--- src/rtl/core/brl_pkg.sv ---
// Package for the line rasterizer: widths, defaults, FSM state type and
// the command/status structs between controller and datapath. No dependencies.
package brl_pkg;

   localparam int COORD_W           = 6;
   localparam int ERR_W             = COORD_W + 2;
   localparam int DEF_PANEL_WIDTH   = 64;
   localparam int DEF_PANEL_HEIGHT  = 64;

   typedef enum logic [1:0] {
      ST_IDLE,
      ST_SETUP,
      ST_WALK
   } brl_state_type;

   typedef struct packed {
      logic load;   // capture the clamped endpoints and color
      logic setup;  // order endpoints, latch spans and the initial error term
      logic step;   // emit one pixel into the output register and advance
   } brl_cmd_type;

   typedef struct packed {
      logic out_free;  // output register is empty or being taken this cycle
      logic at_end;    // current major coordinate is the far endpoint
   } brl_status_type;

endpackage

--- src/rtl/core/brl_ctrl.sv ---
// Controller FSM for the line rasterizer.
// Depends on brl_pkg (state enum, command and status structs).
module brl_ctrl (
   input  logic                    clock,
   input  logic                    reset,
   input  logic                    req_valid,
   output logic                    req_stall,
   input  brl_pkg::brl_status_type status,
   output brl_pkg::brl_cmd_type    cmd
);

   brl_pkg::brl_state_type state_ff;
   brl_pkg::brl_state_type state_in;

   always_ff @(posedge clock) begin
      if (reset) begin
         state_ff <= brl_pkg::ST_IDLE;
      end else begin
         state_ff <= state_in;
      end
   end

   always_comb begin
      state_in  = state_ff;
      cmd       = '0;
      req_stall = 1'b1;
      case (state_ff)
         brl_pkg::ST_IDLE: begin
            req_stall = 1'b0;
            if (req_valid) begin
               cmd.load = 1'b1;
               state_in = brl_pkg::ST_SETUP;
            end
         end
         brl_pkg::ST_SETUP: begin
            cmd.setup = 1'b1;
            state_in  = brl_pkg::ST_WALK;
         end
         brl_pkg::ST_WALK: begin
            // advance only when the output register can take a pixel
            if (status.out_free) begin
               cmd.step = 1'b1;
               if (status.at_end) begin
                  state_in = brl_pkg::ST_IDLE;
               end
            end
         end
         default: begin
            state_in = brl_pkg::ST_IDLE;
         end
      endcase
   end

endmodule

--- src/rtl/core/brl_datapath.sv ---
// Datapath for the line rasterizer: endpoint clamp, octant setup, error
// stepper and output register. Depends on brl_pkg.
module brl_datapath #(
   parameter int PANEL_WIDTH  = brl_pkg::DEF_PANEL_WIDTH,
   parameter int PANEL_HEIGHT = brl_pkg::DEF_PANEL_HEIGHT
) (
   input  logic                         clock,
   input  logic                         reset,
   input  brl_pkg::brl_cmd_type         cmd,
   output brl_pkg::brl_status_type      status,
   input  logic [brl_pkg::COORD_W-1:0]  req_x_start,
   input  logic [brl_pkg::COORD_W-1:0]  req_y_start,
   input  logic [brl_pkg::COORD_W-1:0]  req_x_end,
   input  logic [brl_pkg::COORD_W-1:0]  req_y_end,
   input  logic                         req_color,
   output logic                         rsp_valid,
   input  logic                         rsp_stall,
   output logic [brl_pkg::COORD_W-1:0]  rsp_pixel_x,
   output logic [brl_pkg::COORD_W-1:0]  rsp_pixel_y,
   output logic                         rsp_pixel_color,
   output logic                         rsp_last
);

   localparam int CW = brl_pkg::COORD_W;
   localparam int EW = brl_pkg::ERR_W;
   localparam logic [CW-1:0] X_MAX = CW'(PANEL_WIDTH - 1);
   localparam logic [CW-1:0] Y_MAX = CW'(PANEL_HEIGHT - 1);

   // captured endpoints
   logic [CW-1:0] xa_ff, ya_ff, xb_ff, yb_ff;
   logic          color_ff;

   // walk state
   logic [CW-1:0]        m_ff, mb_ff, n_ff, span_ff, minor_span_ff;
   logic                 dir_up_ff, steep_ff;
   logic signed [EW-1:0] err_ff;

   // output register
   logic          rsp_valid_ff, rsp_valid_in;
   logic [CW-1:0] pixel_x_ff, pixel_y_ff;
   logic          pixel_color_ff, last_ff;

   // setup logic
   logic [CW-1:0] dx, dy, a_maj, a_min, b_maj, b_min;
   logic [CW-1:0] ma, mb, na, nb, span_w;
   logic          steep, swap;

   // step logic
   logic signed [EW-1:0] err_dec, err_next;

   always_comb begin
      dx     = (xb_ff >= xa_ff) ? (xb_ff - xa_ff) : (xa_ff - xb_ff);
      dy     = (yb_ff >= ya_ff) ? (yb_ff - ya_ff) : (ya_ff - yb_ff);
      steep  = dy > dx;
      a_maj  = steep ? ya_ff : xa_ff;
      a_min  = steep ? xa_ff : ya_ff;
      b_maj  = steep ? yb_ff : xb_ff;
      b_min  = steep ? xb_ff : yb_ff;
      swap   = a_maj > b_maj;
      ma     = swap ? b_maj : a_maj;
      mb     = swap ? a_maj : b_maj;
      na     = swap ? b_min : a_min;
      nb     = swap ? a_min : b_min;
      span_w = mb - ma;
   end

   always_comb begin
      err_dec  = err_ff - $signed({2'b00, minor_span_ff});
      err_next = err_dec;
      if (err_dec < 0) begin
         err_next = err_dec + $signed({2'b00, span_ff});
      end
   end

   assign status.out_free = !rsp_valid_ff || !rsp_stall;
   assign status.at_end   = (m_ff == mb_ff);

   always_ff @(posedge clock) begin
      if (cmd.load) begin
         // saturate coordinates that lie beyond the panel
         xa_ff    <= (req_x_start > X_MAX) ? X_MAX : req_x_start;
         ya_ff    <= (req_y_start > Y_MAX) ? Y_MAX : req_y_start;
         xb_ff    <= (req_x_end   > X_MAX) ? X_MAX : req_x_end;
         yb_ff    <= (req_y_end   > Y_MAX) ? Y_MAX : req_y_end;
         color_ff <= req_color;
      end
      if (cmd.setup) begin
         steep_ff      <= steep;
         m_ff          <= ma;
         mb_ff         <= mb;
         n_ff          <= na;
         dir_up_ff     <= na < nb;
         span_ff       <= span_w;
         minor_span_ff <= steep ? dx : dy;
         // start the error term at half the major span, rounded down
         err_ff        <= $signed({2'b00, 1'b0, span_w[CW-1:1]});
      end
      if (cmd.step) begin
         pixel_x_ff     <= steep_ff ? n_ff : m_ff;
         pixel_y_ff     <= steep_ff ? m_ff : n_ff;
         pixel_color_ff <= color_ff;
         last_ff        <= (m_ff == mb_ff);
         m_ff           <= m_ff + 1'b1;
         err_ff         <= err_next;
         if (err_dec < 0) begin
            n_ff <= dir_up_ff ? (n_ff + 1'b1) : (n_ff - 1'b1);
         end
      end
   end

   always_comb begin
      rsp_valid_in = rsp_valid_ff && rsp_stall;
      if (cmd.step) begin
         rsp_valid_in = 1'b1;
      end
   end

   always_ff @(posedge clock) begin
      if (reset) begin
         rsp_valid_ff <= 1'b0;
      end else begin
         rsp_valid_ff <= rsp_valid_in;
      end
   end

   assign rsp_valid       = rsp_valid_ff;
   assign rsp_pixel_x     = pixel_x_ff;
   assign rsp_pixel_y     = pixel_y_ff;
   assign rsp_pixel_color = pixel_color_ff;
   assign rsp_last        = last_ff;

endmodule

--- src/rtl/core/bresenham_line_rasterizer.sv ---
// Top level of the line rasterizer: joins the controller FSM and datapath.
// Depends on brl_pkg, brl_ctrl and brl_datapath.
//
// Usage: the req_ channel carries one line command (two endpoints and a color),
//   taken at a rising edge with req_valid high and req_stall low. The rsp_
//   channel returns the line's pixels in order of rising major coordinate, one
//   item per pixel; rsp_last marks the final pixel. Endpoints beyond the panel
//   saturate to its last column or row.
// Timing: acceptance captures the endpoints and enters a setup state that
//   latches the spans; the first walk step then loads the output register and
//   raises rsp_valid. Pixels then come one per cycle while rsp_stall is low,
//   set by the single error stepper in the datapath. A line has N pixels
//   (N = major span + 1, at most 64); req_stall stays high from acceptance
//   until the last pixel has entered the output register, so the next command
//   may be taken while that last pixel still waits for the receiver.
//   When rsp_stall is high the output register holds its pixel and the walk
//   pauses without losing state.
// Reset: synchronous, active high. Returns the FSM to idle and drops
//   rsp_valid; a line in progress is discarded.
module bresenham_line_rasterizer #(
   parameter int PANEL_WIDTH  = brl_pkg::DEF_PANEL_WIDTH,
   parameter int PANEL_HEIGHT = brl_pkg::DEF_PANEL_HEIGHT
) (
   input  logic                         clock,
   input  logic                         reset,
   input  logic                         req_valid,
   output logic                         req_stall,
   input  logic [brl_pkg::COORD_W-1:0]  req_x_start,
   input  logic [brl_pkg::COORD_W-1:0]  req_y_start,
   input  logic [brl_pkg::COORD_W-1:0]  req_x_end,
   input  logic [brl_pkg::COORD_W-1:0]  req_y_end,
   input  logic                         req_color,
   output logic                         rsp_valid,
   input  logic                         rsp_stall,
   output logic [brl_pkg::COORD_W-1:0]  rsp_pixel_x,
   output logic [brl_pkg::COORD_W-1:0]  rsp_pixel_y,
   output logic                         rsp_pixel_color,
   output logic                         rsp_last
);

   // controller to datapath commands, datapath to controller status
   brl_pkg::brl_cmd_type    cmd;
   brl_pkg::brl_status_type status;

   brl_ctrl u_ctrl (
      .clock     (clock),
      .reset     (reset),
      .req_valid (req_valid),
      .req_stall (req_stall),
      .status    (status),
      .cmd       (cmd)
   );

   brl_datapath #(
      .PANEL_WIDTH  (PANEL_WIDTH),
      .PANEL_HEIGHT (PANEL_HEIGHT)
   ) u_datapath (
      .clock           (clock),
      .reset           (reset),
      .cmd             (cmd),
      .status          (status),
      .req_x_start     (req_x_start),
      .req_y_start     (req_y_start),
      .req_x_end       (req_x_end),
      .req_y_end       (req_y_end),
      .req_color       (req_color),
      .rsp_valid       (rsp_valid),
      .rsp_stall       (rsp_stall),
      .rsp_pixel_x     (rsp_pixel_x),
      .rsp_pixel_y     (rsp_pixel_y),
      .rsp_pixel_color (rsp_pixel_color),
      .rsp_last        (rsp_last)
   );

endmodule

--- config.mk ---
export PLATFORM = sky130hd
export DESIGN_NAME = bresenham_line_rasterizer
export DESIGN_NICKNAME = d
export VERILOG_FILES = /design/src/rtl/core/brl_pkg.sv /design/src/rtl/core/brl_ctrl.sv /design/src/rtl/core/brl_datapath.sv /design/src/rtl/core/bresenham_line_rasterizer.sv
export SDC_FILE = /design/constraint.sdc
export NUM_CORES = 1
export LEC_CHECK = 0
export BUFFER_PORTS_ARGS = -buffer_cell sky130_fd_sc_hd__buf_4
export CORE_ASPECT_RATIO = 1.4
export CORE_UTILIZATION = 62
export DETAILED_ROUTE_END_ITERATION = 8
export GPL_TIMING_DRIVEN = 0
export HOLD_SLACK_MARGIN = 0.05
export PLACE_DENSITY = 0.92
export SYNTH_ARGS = -nofsm -noshare
export SYNTH_HDL_FRONTEND = slang
export SYNTH_SLANG_ARGS = --single-unit
--- constraint.sdc ---
create_clock -name clock -period 10.6 [get_ports clock]
set_clock_uncertainty 0.1 [all_clocks]
set_input_delay 0.53 -clock clock [delete_from_list [all_inputs] [get_ports clock]]
set_output_delay 0.53 -clock clock [all_outputs]
set_load 0.03 [all_outputs]
==> flow_summary.toml <==
[status]
status = "complete, no violations"

[synthesis]
yosysTopAreaCell = "edfxtp_1"
synth_area_leaders = "edfxtp_1, ha_1, a21oi_1"
syn_avg_cell_area_um2 = 9.51
synth_warnings = 0
synth_nets = 749
synth-seq-cells = 82
synth_most_common_cell = "edfxtp_1"
synth_top_area_share_pct = 35.0
synth_cells = 658
netlist_area_um2 = 6260
async_reset_ff_share_pct = 0
synth_edf_count = 73
ys_types = 62
synth_commonest_cells = "edfxtp_1, a21oi_1, ha_1, inv_1, nand2_1"
ys.flop_type = "edfxtp_1"
synth-seq-area-share_pct = 37.9

[worst_setup_path]
endpoint_kind = "flop"
cpPeakStageDelay_ps = 520
r2r_cells = 38
r2r_start = "u_datapath.xb_ff[0]$_SDFFCE_PN1P_"
crit_slowest_cell = "edfxtp_1"
worstSetupPathType = "reg2reg"
crit_arrival_ps = 9870
r2r_setup_slack_ps = 840
crit_top_cell = "ha_1"
required_ps = 10710
path_max_fanout = 10
r2r-end = "u_datapath.dir_up_ff$_DFFE_PP_"
critPathLaunchType = "flop"

[clock_tree]
root_buffer = "clkbuf_16"
cts.sinks = 82
cts_tree = "done"
cts_buffer_depth = 2
htree_levels = 3
cts_made_buffers = 9
cts_resized = 0
clock_latency_ps = 350
clk_pin_slew_ps = 70

[grt]
grt-ovfl-total = 0
grt_max_degree = 27
antenna_found_initial = 0
grt_use_total_pct = 33.9
grt_pass1_vias = 5218
grt_pass1_wl_um = 26300

[route]
wl_um = 16800
avgRoutedWirePerCell_um = 20.2
num_vias = 5244
drt_iter0_drc = 356
drtAntennaViolNets = 0
remaining_drc_errors = 0
drtPass1Iterations = 5
viasPerCell = 6.30

[placed_design]
gp_congestion = 0.979
hpwl_um = 13100
dp_slack_ps = 817
io_buffer_count = 20

[sta]
max_freq_mhz = 102
finalHoldViolCount = 0
fin_ws_ps = 841
rsz0062_at_grt = "no"
whs_ps = 242
finalSetupViolCount = 0
slew_headroom_pct = 13.1
min_period_ps = 9760
worst_pin_slew_ps = 1300
fin_crit_sh_pct = 92.1
drv_slew = 0
setup-tns-final_ps = 0

[cells_and_area]
fin_util_pct = 70.3
nNetsFinal = 784
synthToLayoutAreaGrowth_pct = 10.6
drive_gt1_share_pct = 11.2
fill_cells = 775
diodes = 0

[floorplanning]
row_count = 43
die_w_um = 86.9
start_util_pct = 63.6
die-area_um2 = 10500
core_um2 = 9850
die_h_um = 121
ios = 45

[min_path]
min-delay-start = "req_x_end[5]"
hold_path_depth = 1
holdPathEnd = "u_datapath.xb_ff[5]$_SDFFCE_PN1P_"
hold_path.class = "in2reg"

[flow_run]
maxCapViolCount = 0
## logic make-up (layout without fill, tap and decap cells)
family / after synthesis / after routing / synth area share, %
AOI/OAI and AO/OA: 168 / 168 / 17.0
xor gates and xnor gates: 36 / 36 / 5.04
adders and majority gates: 64 / 64 / 13.6
buffers and inverters: 102 / 142 / 6.40
DFF: 82 / 82 / 37.9
muxes: 48 / 48 / 8.02
and+or+nand+nor: 158 / 158 / 12.0
## layer usage
| layer | global-route usage (%) | share of wire, % |
|---|---|---|
| met2 | 58.6 | 51 |
| met4 | 25.5 | 6.9 |
| met5 | 0 | 0 |
| met3 | 4.63 | 6.3 |
| met1 | 37.2 | 36 |
## layout make-up
cell class | instances | area [µm²] | share of cell area, %
multi-input cells | 474 | 3490 | 50.4
plain buffers | 45 | 184 | 2.66
well taps | 135 | 169 | 2.44
clock inverters | 6 | 72.6 | 1.05
flip-flops and latches | 82 | 2370 | 34.3
repair buffers | 24 | 188 | 2.71
inverters | 57 | 216 | 3.13
clock buffers | 10 | 229 | 3.31
## through the flow
stage / instances / area, µm²
floorplan: 658 / 6260
global route: 833 / 6920
detailed placement: 814 / 6590
finish: 833 / 6920
global placement: 813 / 6580
CTS: 830 / 6900
## cells in the final DEF (no fill, tap or decap), drive strengths merged, types with 10 or more instances in the layout
cell,count
o21ai,36
nand3,10
a21oi,65
xor2,16
nor2,42
xnor2,20
nor3,14
a21o,14
mux2,17
nand2,55
ha,55
buf,34
inv,61
mux2i,31
edfxtp,73
clkbuf,45
## flip-flops by register name, indices dropped and copies added (netlist names)
name	cells
u_datapath.err_ff	8
u_datapath.m_ff	6
u_datapath.mb_ff	6
u_datapath.minor_span_ff	6
u_datapath.n_ff	6
u_datapath.rsp_pixel_x	6
u_datapath.rsp_pixel_y	6
u_datapath.span_ff	6
u_datapath.xa_ff	6
u_datapath.xb_ff	6
u_datapath.ya_ff	6
u_datapath.yb_ff	6
u_ctrl.state_ff	2
u_datapath.color_ff	1
u_datapath.dir_up_ff	1
u_datapath.rsp_last	1
u_datapath.rsp_pixel_color	1
u_datapath.rsp_valid	1
u_datapath.steep_ff	1
## how the worst max path moves through the flow
stage | startpoint | endpoint | slack [ps]
2_1_floorplan | u_datapath.xb_ff[0]$_SDFFCE_PN1P_ | u_datapath.dir_up_ff$_DFFE_PP_ | 2520
3_3_place_gp | u_datapath.xb_ff[0]$_SDFFCE_PN1P_ | u_datapath.err_ff[3]$_DFFE_PP_ | 1030
3_5_place_dp | u_datapath.xb_ff[0]$_SDFFCE_PN1P_ | u_datapath.dir_up_ff$_DFFE_PP_ | 820
4_1_cts | u_datapath.xb_ff[0]$_SDFFCE_PN1P_ | u_datapath.dir_up_ff$_DFFE_PP_ | 760
5_1_grt | u_datapath.xb_ff[0]$_SDFFCE_PN1P_ | u_datapath.dir_up_ff$_DFFE_PP_ | 250
6_report | u_datapath.xb_ff[0]$_SDFFCE_PN1P_ | u_datapath.dir_up_ff$_DFFE_PP_ | 840
## critical path: cells and delay by family (launching register included)
kind / cells / cell delay [ps]
buffers and inverters: 8 / 2060
AND/OR/NAND/NOR: 7 / 1590
XOR/XNOR: 1 / 210
adder cells (fa/ha/maj): 5 / 1360
AO/OA/AOI/OAI: 16 / 3610
flip-flops: 1 / 520
multiplexers: 1 / 160
## what timing repair did
action	CTS	global route
setup buffers	0	3
hold buffers	0	0
setup endpoints to repair	0	1
Power is left out: the tool's default activity adds up to more than one toggle a clock period on the data nets, which glitch-free logic cannot reach.
